`config.mk`:
```
export PLATFORM = sky130hd
export DESIGN_NAME = desktop_size_string_parser_flat
export DESIGN_NICKNAME = d
export VERILOG_FILES = /design/src/hdl/dssp_pkg.sv /design/src/hdl/dssp_in_if.sv /design/src/hdl/dssp_out_if.sv /design/src/hdl/desktop_size_string_parser.sv /design/src/flat_wrapper.sv
export VERILOG_INCLUDE_DIRS = /design/src /design/src/hdl
export SDC_FILE = /design/constraint.sdc
export NUM_CORES = 1
export LEC_CHECK = 0
export ABC_CLOCK_PERIOD_IN_PS = 3900
export BUFFER_PORTS_ARGS = -buffer_cell sky130_fd_sc_hd__buf_2
export CAP_MARGIN = 25
export CORE_MARGIN = 8
export CORE_UTILIZATION = 55
export CTS_BUF_LIST = sky130_fd_sc_hd__clkbuf_2
export CTS_CLUSTER_DIAMETER = 30
export DETAILED_ROUTE_END_ITERATION = 10
export HOLD_SLACK_MARGIN = 0.03
export PLACE_DENSITY = 0.84
export SETUP_SLACK_MARGIN = 0.2
export SYNTH_ARGS = -nofsm -noshare
export SYNTH_HDL_FRONTEND = slang
export SYNTH_SLANG_ARGS = --single-unit
```
`constraint.sdc`:
```
create_clock -name clk -period 3.9 [get_ports clk]
set_input_delay 0.78 -clock clk [delete_from_list [all_inputs] [get_ports clk]]
set_output_delay 0.78 -clock clk [all_outputs]
set_load 0.005 [all_outputs]
```
`src/hdl/desktop_size_string_parser_assert.svh`:
```
// ----------------------------------------------------------------------------
// Desktop size string parser assertion macros
// Shared concurrent assertion forms, clocked on clk and off during reset.
// ----------------------------------------------------------------------------
`ifndef DESKTOP_SIZE_STRING_PARSER_ASSERT_SVH
`define DESKTOP_SIZE_STRING_PARSER_ASSERT_SVH

// Check that the consequent holds in the same cycle as the antecedent.
`define DSSP_ASSERT_NOW(label, ante, cons, msg) \
	label: assert property (@(posedge clk) disable iff (!arst_n) (ante) |-> (cons)) \
		else $error(msg);

// Check that the consequent holds in the cycle after the antecedent.
`define DSSP_ASSERT_NEXT(label, ante, cons, msg) \
	label: assert property (@(posedge clk) disable iff (!arst_n) (ante) |=> (cons)) \
		else $error(msg);

`endif

```
`src/hdl/dssp_pkg.sv`:
```
// ----------------------------------------------------------------------------
// Desktop size string parser package
// Constants, codes and types shared by the parser and its channel interfaces.
// ----------------------------------------------------------------------------
package dssp_pkg;

	localparam int MAX_STRICT_LENGTH = 32;
	localparam int MAX_DIMENSION     = 65535;

	localparam int CHAR_W  = 8;
	localparam int SIZE_W  = 16;
	localparam int COUNT_W = 6;
	localparam int ACC_W   = $clog2(MAX_DIMENSION + 1);
	localparam int DIM_W   = (ACC_W > SIZE_W) ? ACC_W : SIZE_W;
	localparam int PROD_W  = DIM_W + 4;

	localparam logic [COUNT_W-1:0] COUNT_MAX = {COUNT_W{1'b1}};

	localparam logic [CHAR_W-1:0] CH_TAB   = 8'h09;
	localparam logic [CHAR_W-1:0] CH_CR    = 8'h0D;
	localparam logic [CHAR_W-1:0] CH_SPACE = 8'h20;
	localparam logic [CHAR_W-1:0] CH_PLUS  = 8'h2B;
	localparam logic [CHAR_W-1:0] CH_ZERO  = 8'h30;
	localparam logic [CHAR_W-1:0] CH_NINE  = 8'h39;
	localparam logic [CHAR_W-1:0] CH_X     = 8'h78;

	typedef enum logic [0:0] {
		OP_CHAR = 1'b0,
		OP_END  = 1'b1
	} op_t;

	typedef enum logic [1:0] {
		STATUS_VALID   = 2'd0,
		STATUS_EMPTY   = 2'd1,
		STATUS_INVALID = 2'd2
	} status_t;

	typedef enum logic [6:0] {
		PH_PRE1  = 7'b0000001,
		PH_PLUS1 = 7'b0000010,
		PH_DIG1  = 7'b0000100,
		PH_PRE2  = 7'b0001000,
		PH_PLUS2 = 7'b0010000,
		PH_DIG2  = 7'b0100000,
		PH_TAIL  = 7'b1000000
	} phase_t;

	function automatic logic is_digit(input logic [CHAR_W-1:0] c);
		return (c >= CH_ZERO) && (c <= CH_NINE);
	endfunction

	function automatic logic is_blank(input logic [CHAR_W-1:0] c);
		return (c == CH_SPACE) || ((c >= CH_TAB) && (c <= CH_CR));
	endfunction

endpackage

```
`src/hdl/dssp_in_if.sv`:
```
// ----------------------------------------------------------------------------
// Desktop size string parser input channel
// Valid/ready channel carrying one character or an end-of-string mark.
// ----------------------------------------------------------------------------
interface dssp_in_if;
	logic                        valid;
	logic                        ready;
	logic                        op;
	logic [dssp_pkg::CHAR_W-1:0] ch;

	modport source (output valid, output op, output ch, input ready);
	modport sink (input valid, input op, input ch, output ready);
endinterface

```
`src/hdl/dssp_out_if.sv`:
```
// ----------------------------------------------------------------------------
// Desktop size string parser output channel
// Valid/ready channel carrying the parse status and the two sizes.
// ----------------------------------------------------------------------------
interface dssp_out_if;
	logic                        valid;
	logic                        ready;
	logic [1:0]                  status;
	logic [dssp_pkg::SIZE_W-1:0] width_out;
	logic [dssp_pkg::SIZE_W-1:0] height_out;

	modport source (output valid, output status, output width_out, output height_out,
		input ready);
	modport sink (input valid, input status, input width_out, input height_out,
		output ready);
endinterface

```
`src/hdl/desktop_size_string_parser.sv`:
```
// ----------------------------------------------------------------------------
// Desktop size string parser
// Parses WIDTHxHEIGHT one character per transaction and reports the sizes
// on the end-of-string transaction.
// ----------------------------------------------------------------------------
//
//  channel   dir  payload                            handshake
//  --------  ---  ---------------------------------  ------------------------
//  in_item   in   op, ch                             valid / ready
//  out_item  out  status, width_out, height_out      valid / ready
//  cfg       in   cfg_data (syntax_mode)             cfg_write, no wait
//
//  One transaction per cycle: each character updates the parse state in the
//  cycle it is accepted, through one multiply-by-ten-and-add on the running
//  value. An end-of-string transaction loads the result register; the result
//  is offered the next cycle. Input ready drops only while a result waits and
//  the sink holds it off. Reset (arst_n low) clears the parse state, the mode
//  (legacy) and the result valid flag.
//
module desktop_size_string_parser (
	input  logic        clk,
	input  logic        arst_n,
	input  logic        cfg_write,
	input  logic        cfg_data,
	dssp_in_if.sink     in_item,
	dssp_out_if.source  out_item
);

	`include "desktop_size_string_parser_assert.svh"

	// Syntax mode register: 0 legacy, 1 strict
	logic strict_q;

	// Parse state
	dssp_pkg::phase_t                   phase_q, phase_d;
	logic [dssp_pkg::DIM_W-1:0]         acc_q, acc_d;
	logic [dssp_pkg::DIM_W-1:0]         first_q, first_d;
	logic                               seen_q, seen_d;
	logic [dssp_pkg::COUNT_W-1:0]       count_q, count_d;
	logic                               err_q, err_d;

	// Result register
	logic                               out_valid_q;
	dssp_pkg::status_t                  status_q, status_d;
	logic [dssp_pkg::SIZE_W-1:0]        width_q, width_d;
	logic [dssp_pkg::SIZE_W-1:0]        height_q, height_d;

	logic                               in_fire;
	logic                               out_fire;
	logic                               end_fire;
	logic                               char_fire;
	logic                               digit;
	logic                               blank;
	logic [dssp_pkg::DIM_W-1:0]         mul_src;
	logic [dssp_pkg::PROD_W-1:0]        prod;
	logic                               over;
	logic                               size_ok;

	// Accept a transaction whenever the result slot is free or being emptied
	assign in_item.ready = !out_valid_q || out_item.ready;
	assign in_fire   = in_item.valid && in_item.ready;
	assign out_fire  = out_item.valid && out_item.ready;
	assign end_fire  = in_fire && (in_item.op == dssp_pkg::OP_END);
	assign char_fire = in_fire && (in_item.op == dssp_pkg::OP_CHAR);

	assign digit = dssp_pkg::is_digit(in_item.ch);
	assign blank = dssp_pkg::is_blank(in_item.ch);

	// A number starts from zero outside the digit phases
	assign mul_src = ((phase_q == dssp_pkg::PH_DIG1) || (phase_q == dssp_pkg::PH_DIG2))
		? acc_q : '0;

	// Running value times ten plus the new digit
	assign prod = ({4'b0, mul_src} << 3) + ({4'b0, mul_src} << 1)
		+ dssp_pkg::PROD_W'(in_item.ch[3:0]);
	assign over = prod > dssp_pkg::PROD_W'(dssp_pkg::MAX_DIMENSION);

	// Next parse state
	always_comb begin
		phase_d = phase_q;
		acc_d   = acc_q;
		first_d = first_q;
		seen_d  = seen_q;
		count_d = count_q;
		err_d   = err_q;

		if (char_fire) begin
			if (count_q != dssp_pkg::COUNT_MAX) begin
				count_d = count_q + 1'b1;
			end
			// Count characters after an error, otherwise drop them
			if (!err_q) begin
				unique case (phase_q)
					dssp_pkg::PH_PRE1, dssp_pkg::PH_PRE2: begin
						if (digit) begin
							acc_d  = prod[dssp_pkg::DIM_W-1:0];
							seen_d = 1'b1;
							err_d  = over;
							phase_d = (phase_q == dssp_pkg::PH_PRE1)
								? dssp_pkg::PH_DIG1 : dssp_pkg::PH_DIG2;
						end else if (!strict_q && blank) begin
							phase_d = phase_q;
						end else if (!strict_q && (in_item.ch == dssp_pkg::CH_PLUS)) begin
							phase_d = (phase_q == dssp_pkg::PH_PRE1)
								? dssp_pkg::PH_PLUS1 : dssp_pkg::PH_PLUS2;
						end else begin
							err_d = 1'b1;
						end
					end
					dssp_pkg::PH_PLUS1, dssp_pkg::PH_PLUS2: begin
						if (digit) begin
							acc_d  = prod[dssp_pkg::DIM_W-1:0];
							seen_d = 1'b1;
							err_d  = over;
							phase_d = (phase_q == dssp_pkg::PH_PLUS1)
								? dssp_pkg::PH_DIG1 : dssp_pkg::PH_DIG2;
						end else begin
							err_d = 1'b1;
						end
					end
					dssp_pkg::PH_DIG1: begin
						if (digit) begin
							acc_d  = prod[dssp_pkg::DIM_W-1:0];
							seen_d = 1'b1;
							err_d  = over;
						end else if ((in_item.ch == dssp_pkg::CH_X) && seen_q
							&& (acc_q != '0)) begin
							// Hold the width, restart for the height
							first_d = acc_q;
							acc_d   = '0;
							seen_d  = 1'b0;
							phase_d = dssp_pkg::PH_PRE2;
						end else begin
							err_d = 1'b1;
						end
					end
					dssp_pkg::PH_DIG2: begin
						if (digit) begin
							acc_d  = prod[dssp_pkg::DIM_W-1:0];
							seen_d = 1'b1;
							err_d  = over;
						end else if (!strict_q) begin
							phase_d = dssp_pkg::PH_TAIL;
						end else begin
							err_d = 1'b1;
						end
					end
					dssp_pkg::PH_TAIL: begin
						// Legacy ignores the trailing text, strict rejects it
						err_d = strict_q;
					end
					default: begin
						err_d = 1'b1;
					end
				endcase
			end
		end

		// Clear for the next string after every end transaction
		if (end_fire) begin
			phase_d = dssp_pkg::PH_PRE1;
			acc_d   = '0;
			first_d = '0;
			seen_d  = 1'b0;
			count_d = '0;
			err_d   = 1'b0;
		end
	end

	// Final verdict, evaluated on the end transaction
	assign size_ok = !err_q
		&& ((phase_q == dssp_pkg::PH_DIG2) || ((phase_q == dssp_pkg::PH_TAIL) && !strict_q))
		&& (acc_q != '0)
		&& !(strict_q && (count_q > dssp_pkg::COUNT_W'(dssp_pkg::MAX_STRICT_LENGTH)));

	always_comb begin
		status_d = dssp_pkg::STATUS_INVALID;
		width_d  = '0;
		height_d = '0;
		if (count_q == '0) begin
			status_d = dssp_pkg::STATUS_EMPTY;
		end else if (size_ok) begin
			status_d = dssp_pkg::STATUS_VALID;
			width_d  = first_q[dssp_pkg::SIZE_W-1:0];
			height_d = acc_q[dssp_pkg::SIZE_W-1:0];
		end
	end

	always_ff @(posedge clk or negedge arst_n) begin
		if (!arst_n) begin
			strict_q <= 1'b0;
		end else if (cfg_write) begin
			strict_q <= cfg_data;
		end
	end

	always_ff @(posedge clk or negedge arst_n) begin
		if (!arst_n) begin
			phase_q <= dssp_pkg::PH_PRE1;
			acc_q   <= '0;
			first_q <= '0;
			seen_q  <= 1'b0;
			count_q <= '0;
			err_q   <= 1'b0;
		end else begin
			phase_q <= phase_d;
			acc_q   <= acc_d;
			first_q <= first_d;
			seen_q  <= seen_d;
			count_q <= count_d;
			err_q   <= err_d;
		end
	end

	// Result valid: set on an end transaction, clear once taken
	always_ff @(posedge clk or negedge arst_n) begin
		if (!arst_n) begin
			out_valid_q <= 1'b0;
		end else if (end_fire) begin
			out_valid_q <= 1'b1;
		end else if (out_fire) begin
			out_valid_q <= 1'b0;
		end
	end

	always_ff @(posedge clk) begin
		if (end_fire) begin
			status_q <= status_d;
			width_q  <= width_d;
			height_q <= height_d;
		end
	end

	assign out_item.valid      = out_valid_q;
	assign out_item.status     = status_q;
	assign out_item.width_out  = width_q;
	assign out_item.height_out = height_q;

	`DSSP_ASSERT_NEXT(a_end_gives_result, end_fire, out_valid_q, "end transaction gave no result")
	`DSSP_ASSERT_NEXT(a_end_clears_state, end_fire,
		(phase_q == dssp_pkg::PH_PRE1) && (count_q == '0) && !err_q, "state not cleared after end")
	`DSSP_ASSERT_NEXT(a_error_sticks, err_q && !end_fire, err_q, "error dropped before end")
	`DSSP_ASSERT_NOW(a_sizes_zero, out_valid_q && (status_q != dssp_pkg::STATUS_VALID),
		(width_q == '0) && (height_q == '0), "sizes not zero on a non-valid status")

endmodule
```
`src/flat_wrapper.sv`:
```
// flat-port wrapper written by rule: the top's interface ports become plain ports
module desktop_size_string_parser_flat 
  (clk, arst_n, cfg_write, cfg_data, in_item_valid, in_item_op, in_item_ch, in_item_ready, out_item_valid, out_item_status, out_item_width_out, out_item_height_out, out_item_ready);
  dssp_in_if in_item_i ();
  dssp_out_if out_item_i ();
  input  logic clk;
  input  logic arst_n;
  input  logic cfg_write;
  input  logic cfg_data;
  input wire logic [$bits(in_item_i.valid)-1:0] in_item_valid;
  input wire logic [$bits(in_item_i.op)-1:0] in_item_op;
  input wire logic [$bits(in_item_i.ch)-1:0] in_item_ch;
  output wire logic [$bits(in_item_i.ready)-1:0] in_item_ready;
  output wire logic [$bits(out_item_i.valid)-1:0] out_item_valid;
  output wire logic [$bits(out_item_i.status)-1:0] out_item_status;
  output wire logic [$bits(out_item_i.width_out)-1:0] out_item_width_out;
  output wire logic [$bits(out_item_i.height_out)-1:0] out_item_height_out;
  input wire logic [$bits(out_item_i.ready)-1:0] out_item_ready;
  assign in_item_i.valid = in_item_valid;
  assign in_item_i.op = in_item_op;
  assign in_item_i.ch = in_item_ch;
  assign in_item_ready = in_item_i.ready;
  assign out_item_valid = out_item_i.valid;
  assign out_item_status = out_item_i.status;
  assign out_item_width_out = out_item_i.width_out;
  assign out_item_height_out = out_item_i.height_out;
  assign out_item_i.ready = out_item_ready;
  desktop_size_string_parser u_core (.clk(clk), .arst_n(arst_n), .cfg_write(cfg_write), .cfg_data(cfg_data), .in_item(in_item_i), .out_item(out_item_i));
endmodule
```
; ---- Word level (Yosys, flattened, before mapping)
; Cells that the tools add are included.
[classes]
n_addsub = 3
magnitude_cmp = 6
eq_ne = 22
muxes = 54
bitwise_logic = 2
reduce_logical = 40
[op_table]
columns = op, n
row1 = 16-bit 2-to-1 mux, 13
row2 = 7-bit 2-to-1 mux, 11
row3 = 16-bit case mux with 2 select lines, 1
row4 = 6-bit 2-to-1 mux, 5
row5 = 7-bit case mux with 4 select lines, 1
row6 = 19-bit by 17-bit adder with 20-bit output, 1
row7 = 20-bit by 4-bit adder with 20-bit output, 1
row8 = 20-bit by 16-bit > comparator with 1-bit output (second input constant), 1
row9 = 1-bit 2-to-1 mux, 19
row10 = 8-bit by 6-bit equality test with 1-bit output (second input constant), 2
row11 = 16-bit nonzero test, 1
row12 = 1-bit logical AND, 15
row13 = 10-bit AND reduction, 1
row14 = 5-bit AND reduction, 2
row15 = 2-bit nonzero test, 5
row16 = 3-bit by 2-bit != test with 1-bit output (second input constant), 3
row17 = 8-bit by 7-bit equality test with 1-bit output (second input constant), 1
row18 = 8-bit by 4-bit >= comparator with 1-bit output (second input constant), 1
row19 = 8-bit by 6-bit >= comparator with 1-bit output (second input constant), 1
row20 = 8-bit by 4-bit less-or-equal comparator with 1-bit output (second input constant), 1
row21 = 8-bit by 6-bit less-or-equal comparator with 1-bit output (second input constant), 1
row22 = 4-bit by 2-bit != test with 1-bit output (second input constant), 2
row23 = 7-bit by 1-bit equality test with 1-bit output (second input constant), 1
row24 = 7-bit by 2-bit equality test with 1-bit output (second input constant), 1
row25 = 26 further kinds, 36
[word_totals]
ff_bits = 83
inputBits = 15
out_inout_bits = 36
elab_cells = 138

; ---- Logic depth before layout (Yosys ltp)
; Gate-level depths: netlist of the first run.
[depth]
depth_word = 11
ltp_mapped = 16
mapped_depth_nobuf = 14

; ---- Least setup slack after synthesis of the first run
; No wires, ideal clock.
[synth_timing]
path_kind = flip-flop to flip-flop
startpoint = register u_core.phase_q[1]
endpoint = register u_core.err_q
setup_time_ps = 127
arrival_ps = 3477
required_ps = 3773
slack_ps = 296
stages_incl_launch_ff = 16
path_buffers = 3
period_less_slack_ps = 3604
cell_sequence = dfrtp_1 > clkbuf_1 > nor3_1 > and3_1 > clkbuf_1 > clkbuf_1 > and2_1 > ha_1 > ha_1 > a21oi_1 > o21ai_0 > a41o_1 > a211o_1 > a221o_1 > a31oi_1 > nand2_1
[synth_via]
elab_chain_cells = 11
word_cells_on_any_way = 22
classes_between = 2 x add/sub / 1 x order compare / 7 x eq/ne / 9 x mux / 3 x reduce/logical
[synth_lines]
columns = item, line_no
row1 = from (decl), desktop_size_string_parser.sv:35  ; dssp_pkg::phase_t phase_q, phase_d;
row2 = from (signal assigned), desktop_size_string_parser.sv:199  ; phase_q <= dssp_pkg::PH_PRE1;
row3 = from (signal assigned), desktop_size_string_parser.sv:206  ; phase_q <= phase_d;
row4 = 7-bit by 3-bit equality test with 1-bit output or 7-bit by 6-bit equality test with 1-bit output (tied branches), "desktop_size_string_parser.sv:70, desktop_size_string_parser.sv:93"
row5 = 1-bit logical OR, desktop_size_string_parser.sv:70  ; assign mul_src = ((phase_q == dssp_pkg::PH_DIG1) || (phase_q == dssp_pkg::PH_DIG2))
row6 = 16-bit 2-to-1 mux, desktop_size_string_parser.sv:71  ; ? acc_q : '0;
row7 = 19-bit by 17-bit adder with 20-bit output, desktop_size_string_parser.sv:74  ; assign prod = ({4'b0, mul_src} << 3) + ({4'b0, mul_src} << 1)
row8 = 20-bit by 4-bit adder with 20-bit output, desktop_size_string_parser.sv:75  ; + dssp_pkg::PROD_W'(in_item.ch[3:0]);
row9 = 20-bit by 16-bit > comparator with 1-bit output, desktop_size_string_parser.sv:76  ; assign over = prod > dssp_pkg::PROD_W'(dssp_pkg::MAX_DIMENSION);
row10 = 1-bit 2-to-1 mux (on tied branches), --
row11 = 1-bit case mux with 5 select lines (*), desktop_size_string_parser.sv:93  ; unique case (phase_q)
row12 = 1-bit 2-to-1 mux (*), desktop_size_string_parser.sv:92  ; if (!err_q) begin
row13 = 1-bit 2-to-1 mux (*), desktop_size_string_parser.sv:87  ; if (char_fire) begin
row14 = 1-bit 2-to-1 mux (*), desktop_size_string_parser.sv:160  ; if (end_fire) begin
row15 = to (signal assigned), desktop_size_string_parser.sv:211  ; err_q <= err_d;
row16 = to (decl), desktop_size_string_parser.sv:40  ; logic err_q, err_d;
; Mark *: on every way between the ends. The rest lies on a longest branch, timed or not. The select of a mux whose other input is x is not followed.
; A chain may end at the register's enable or synchronous reset.

; ---- Worst setup path after layout of the first run
[layout_timing]
startpoint = register u_core.phase_q[5]
endpoint = register u_core.err_q
; The elaborated chain is that of the path after synthesis.

==> reports/qor.yml, run 1 <==
synth_flop_cell: "dfrtp_1"
track_usage: 0.175
leakage_nw: 2.62
fmax_mhz: 282
hp-class: "input pin to async pin"
worst-r2r-cell-count: 14
synth-seq-area-share: 0.467
clk_pin_slew_ps: 240
crit_arrival_ps: 4000
grt_max_degree: 57
p_seq_frac: 0.521
critPathMaxFanout: 19
place_ws_ps: 271
worst_pin_slew_ps: 779
clock_power_share: 0.201
place_congestion: 0.919
dieArea_um2: 12000
grt_pass1_wl_um: 16800
rows: 34
end_kind: "register"
postCtsHoldBufs: 0
slew_headroom: 0.481
antenna_found_initial: 1
via_count: 3697
synth.avg_cell_area_um2: 10.5
finalCritPeriodShare: 0.908
fin_skew_ps: 36.5
routed_wl_um: 10300
critPathRequiredTime_ps: 4360
drtPass1Iterations: 5
ant_nets: 0
power_frac_comb: 0.277
rr_startpoint: "u_core.phase_q[5]$_DFFE_PN0P_"
ys_ff_latch: 83
netlist_instances: 458
final_max_slew_viol_count: 0
synth_edf_count: 34
drive_above_1_share: 0.207
grt_pass1_vias: 3501
intPower_mw: 1.31
ios: 51
powerDensity_nw_per_um2: 377
place_hpwl_um: 7660
start_util: 0.560
cp-start-kind: "register"
reg2reg_setup_slack_ps: 360
worstSetupStartpoint: "u_core.phase_q[5]$_DFFE_PN0P_"
finalPower_mw: 2.02
ys.warnings.count: 0
area_growth_pct: 11.3
ctsHtreeMaxLevel: 3
p_sw_frac: 0.351
syn_nets: 507
fin_tns_setup_ps: 0
synthArstFlopShare: 0.590
synth_area_um2: 4810
ir_drop_mv: 0.201
clockBufferDepth: 2
coreArea_um2: 8590
yosysUniqueCellTypes: 68
min_period_ps: 3540
layout_setup_ws_ps: 360
wl_per_cell_um: 16.5
fp.dieH_um: 110
clock-root-buffer: "clkbuf_2"
drv_cap: 0
cts_tree: "done"
final_core_util: 0.623
p_switching_mw: 0.710
worst-setup-path-type: "register to register"
hold_violations: 0
rsz0062_at_grt: "no"
drc: 0
first_iter_violations: 211
overflow: 0
viasPerCell: 5.91
clkSinkCount: 83
final_nets: 561
setup_violations: 0
insertion_delay_ps: 550
status: "finished, final reports clean"
cts_made_buffers: 9
die_w_um: 110
place.port_buffers: 50
r2r-end: "u_core.err_q$_DFFE_PN0P_"
-- per-stage QoR --
| step | cells | instance area [um2] | hold WS [ps] |
|---|---|---|---|
| detailed placement | 605 | 5180 | 502 |
| finish | 626 | 5350 | 103 |
| global placement | 604 | 5160 | 483 |
| global route | 626 | 5350 | 56.7 |
| floorplan | 458 | 4810 | 446 |
| CTS | 621 | 5280 | 95.0 |
-- cells by family after synthesis --
| kind of cell | synth area share |
|---|---|
| muxes | 0.0395 |
| adders and majority gates | 0.0900 |
| buffers and inverters | 0.0268 |
| AOI/OAI and AO/OA | 0.134 |
| xor gates and xnor gates | 0.0346 |
| and+or+nand+nor | 0.208 |
| DFF | 0.467 |
-- layout by cell type (no fill, tap or decap), types with 7 or more instances in the layout --
cell	count
a21oi_1	11
a31oi_1	7
and2_1	46
buf_2	50
buf_4	7
clkbuf_2	10
dfrtp_1	46
edfxtp_1	34
ha_1	33
inv_1	12
mux2i_1	16
nand2_1	37
nand3_1	9
nor2_1	38
nor3_1	9
o21ai_0	17
xor2_1	13
-- what timing repair did --
action	4_1_cts	5_1_grt
endpoints found under the setup margin	0	5
setup buffers	0	4
gates resized for setup	0	11
-- critical path, stage by stage (launching register included) --
cell	delay (ps)
dfrtp_1	520
xor2_1	190
and3_4	210
buf_6	150
and2_1	180
ha_1	190
a31o_2	210
ha_1	240
a211oi_2	280
o211ai_1	160
a41o_1	300
a211o_1	280
a221o_1	320
a31oi_1	160
nand2_1	70
-- power groups by stage --
stage          combinational [mW]  sequential [mW]  clock (mW)
2_1_floorplan               0.421             1.03           0
3_3_place_gp                0.497             1.06           0
3_5_place_dp                0.507             1.07           0
4_1_cts                     0.508             1.05       0.415
5_1_grt                     0.619             1.06       0.449
6_report                    0.560             1.05       0.406
-- Yosys cell counts, types with 4 or more instances --
library cell	number	area share
nand4_1	5	0.0065
inv_1	12	0.0094
mux2i_1	16	0.033
a21o_1	6	0.0094
edfxtp_1	34	0.21
nand2b_1	5	0.0065
nand2_1	37	0.029
nor3_1	11	0.011
nor4_1	5	0.0065
o21a_1	4	0.0062
and2_1	46	0.060
dfrtp_1	48	0.25
xor2_1	13	0.024
nand3_1	9	0.0094
xnor2_1	6	0.011
a31oi_1	7	0.0091
o21ai_2	6	0.011
clkbuf_1	13	0.010
and3_1	5	0.0065
a21oi_1	12	0.012
ha_1	33	0.086
nor2_1	38	0.030
o21ai_0	18	0.019
-- final cells by class --
type                       instances  area, um2
fill                             724       3240
tap                              108        135
antenna                            1       2.50
inverter                          14       52.6
multi-input combinational        345       2480
clock buffer                      10       50.0
clock inverter                     6       48.8
sequential                        83       2250
timing repair buffer              59        334
-- flip-flops by register name, indices dropped and copies added, names as in the netlist --
register / flops
u_core.acc_q: 16
u_core.first_q: 16
u_core.out_item.height_out: 16
u_core.out_item.width_out: 16
u_core.phase_q: 7
u_core.count_q: 6
u_core.out_item.status: 2
u_core.err_q: 1
u_core.out_item.valid: 1
u_core.seen_q: 1
u_core.strict_q: 1
-- worst max-delay path by stage --
| stage | endpoint | slack, ps | cells after the start |
|---|---|---|---|
| 6_report | u_core.err_q$_DFFE_PN0P_ | 360 | 14 |
| 3_5_place_dp | u_core.err_q$_DFFE_PN0P_ | 270 | 13 |
| 3_3_place_gp | u_core.err_q$_DFFE_PN0P_ | 340 | 13 |
| 4_1_cts | u_core.err_q$_DFFE_PN0P_ | 220 | 13 |
| 5_1_grt | u_core.err_q$_DFFE_PN0P_ | 210 | 14 |
| 2_1_floorplan | u_core.err_q$_DFFE_PN0P_ | 300 | 15 |
-- layer usage --
| metal | vias up | GRT usage | share of wire | routed length, um |
|---|---|---|---|---|
| met5 | - | 0 | 0 | 0 |
| met4 | 0 | 0.0733 | 0.014 | 148 |
| met3 | 14 | 0.0322 | 0.072 | 745 |
| met2 | 120 | 0.266 | 0.46 | 4790 |
| met1 | 1785 | 0.240 | 0.45 | 4640 |
| li1 | 1778 | - | - | - |
No activity file was read; power rests on OpenSTA's default activity.
==> inputs of run 2 (changes only) <==
Settings changed: BUFFER_PORTS_ARGS -buffer_cell sky130_fd_sc_hd__buf_2 to default, CORE_UTILIZATION 55 to 60, DONT_BUFFER_PORTS from default to 1, PLACE_DENSITY 0.84 to 0.85, RECOVER_POWER from default to 25.
==> run 2 against run 1 <==
Worst setup slack lost 98 ps. Register-to-register slack got worse by 98 ps. Flip-flop and latch count stayed put. Combinational power decreased by 2%. Sequential share of layout area up 1.7 points. Largest power group unchanged.
==> reports/qor.yml, run 2 (synthesized netlist as in run 1, its figures left out) <==
clockBufferDepth: 2  # unchanged
cp-start-kind: "register"
min_period_ps: 3640  # +98.3 ps
first_iter_violations: 241  # +14%
crit_arrival_ps: 4100  # +100 ps
powerDensity_nw_per_um2: 403  # +6.9%
wl_per_cell_um: 18.3  # +11%
drv_cap: 0  # unchanged
leakage_nw: 2.45  # -6.7%
rr_startpoint: "u_core.phase_q[2]$_DFFE_PN0P_"
final_cell_mix: "and2_1 (46), dfrtp_1 (45), nor2_1 (38)"
worst-setup-path-type: "register to register"
final_max_slew_viol_count: 0  # unchanged
fin_skew_ps: 39.3  # +2.75 ps
track_usage: 0.185  # +0.0100
clock-root-buffer: "clkbuf_2"
grt_pass1_vias: 3267  # -6.7%
r2r-end: "u_core.err_q$_DFFE_PN0P_"
slew_headroom: 0.325  # -0.155
place_congestion: 0.919  # about the same
fillers: 598  # -17%
hold_violations: 0  # unchanged
dieArea_um2: 11100  # -7.1%
worst_hold_startpoint: "cfg_write"
viasPerCell: 6.13  # +3.9%
setup_violations: 0  # unchanged
fin_tns_setup_ps: 0  # unchanged
ctsHtreeMaxLevel: 3  # unchanged
clkSinkCount: 83  # unchanged
critPathRequiredTime_ps: 4360  # about the same
routed_wl_um: 10500  # +1.5%
hp-class: "input pin to register"
finalHoldWorstSlack_ps: 286  # +183 ps
holdPathEnd: "u_core.strict_q$_DFFE_PN0P_"
hold_depth: 1
worst-r2r-cell-count: 14  # unchanged
finalCritPeriodShare: 0.933  # +0.0252
drc: 0  # unchanged
status: "finished, final reports clean"
fp.dieH_um: 106  # -3.6%
grt_pass1_wl_um: 16800  # +0.13%
critPathMaxFanout: 19  # unchanged
ios: 51  # unchanged
worst_pin_slew_ps: 1010  # +231 ps
place.port_buffers: 0  # -100%
via_count: 3509  # -5.1%
ant_nets: 0  # unchanged
grt_max_degree: 58  # +1.8%
coreArea_um2: 7770  # -9.6%
reg2reg_setup_slack_ps: 260  # -100 ps
cts_made_buffers: 9  # unchanged
ir_drop_mv: 0.246  # +22%
cts_tree: "done"
end_kind: "register"
place_hpwl_um: 7410  # -3.2%
antenna_found_initial: 0  # -1
rows: 32  # -5.9%
final_common_cell: "and2_1"
insertion_delay_ps: 540  # about the same
fmax_mhz: 275  # -2.7%
die_w_um: 106  # -3.6%
overflow: 0  # unchanged
start_util: 0.620  # +0.0595
drtPass1Iterations: 4  # -1
area_growth_pct: 6.97
final_nets: 513  # -8.6%
clk_pin_slew_ps: 250  # about the same
drive_above_1_share: 0.130  # -0.0769
rsz0062_at_grt: "no"
==> run 2: final cells by class <==
cell class / count / area [um2] / area share
sequential: 83 / 2250 / 0.438
clock inverter: 6 / 72.6 / 0.0141
inverter: 14 / 52.6 / 0.0102
antenna: 1 / 2.50 / 0.000486
clock buffer: 10 / 50.0 / 0.00972
timing repair buffer: 11 / 105 / 0.0204
tap: 102 / 128 / 0.0248
multi-input combinational: 345 / 2480 / 0.483
==> run 2: power by group <==
group	internal (mW)	switching, mW	leakage, nW
Combinational	0.234	0.317	1.39
Sequential	0.978	0.0768	0.989
Clock	0.156	0.314	0.0667
==> run 2: metrics by stage <==
step	power, mW	instances	utilization	area, um2	setup WS (ps)
floorplan	1.45	458	-	4810	296
global placement	1.53	547	0.630	4890	366
detailed placement	1.55	547	0.630	4890	202
CTS	2.02	565	0.652	5070	222
global route	2.17	571	0.662	5140	177
finish	2.07	572	0.663	5150	262
==> run 2: what timing repair did <==
action | in CTS | in global routing
setup buffers | 0 | 6
pin swaps | 0 | 1
resized for setup | 3 | 10
hold buffers | 2 | 0
hold endpoints to repair | 49 | 0
setup endpoints to repair | 1 | 1
==> run 2: critical path, cell delays in order, from the launching register on <==
cell and delay (ps):
dfrtp_2 510, xor2_1 180, and3_1 210, buf_4 200, and2_1 190, ha_1 200
a31o_2 210, ha_1 250, a211oi_2 310, o211ai_1 160, a41o_1 290, a211o_1 290
a221o_1 320, a31oi_1 170, nand2_1 70
==> run 2: layer usage <==
metal  global-route usage  vias up  part of all wire
met1                0.257     1687              0.47
met2                0.282      128              0.46
met4               0.0633        0             0.016
met5                    0        -                 0
met3               0.0365       15             0.055
li1                     -     1679                 -
==> run 2: how the worst max path moves through the flow <==
stage	slack (ps)	startpoint	depth (start not counted)	endpoint
after global routing	180	u_core.phase_q[0]$_DFFE_PN1P_	14	u_core.err_q$_DFFE_PN0P_
final	260	u_core.phase_q[2]$_DFFE_PN0P_	14	u_core.err_q$_DFFE_PN0P_
after CTS	220	u_core.phase_q[1]$_DFFE_PN0P_	13	u_core.err_q$_DFFE_PN0P_
after global placement	370	u_core.phase_q[1]$_DFFE_PN0P_	13	u_core.err_q$_DFFE_PN0P_
after detailed placement	200	u_core.phase_q[1]$_DFFE_PN0P_	15	u_core.err_q$_DFFE_PN0P_
after floorplan	300	u_core.phase_q[1]$_DFFE_PN0P_	15	u_core.err_q$_DFFE_PN0P_
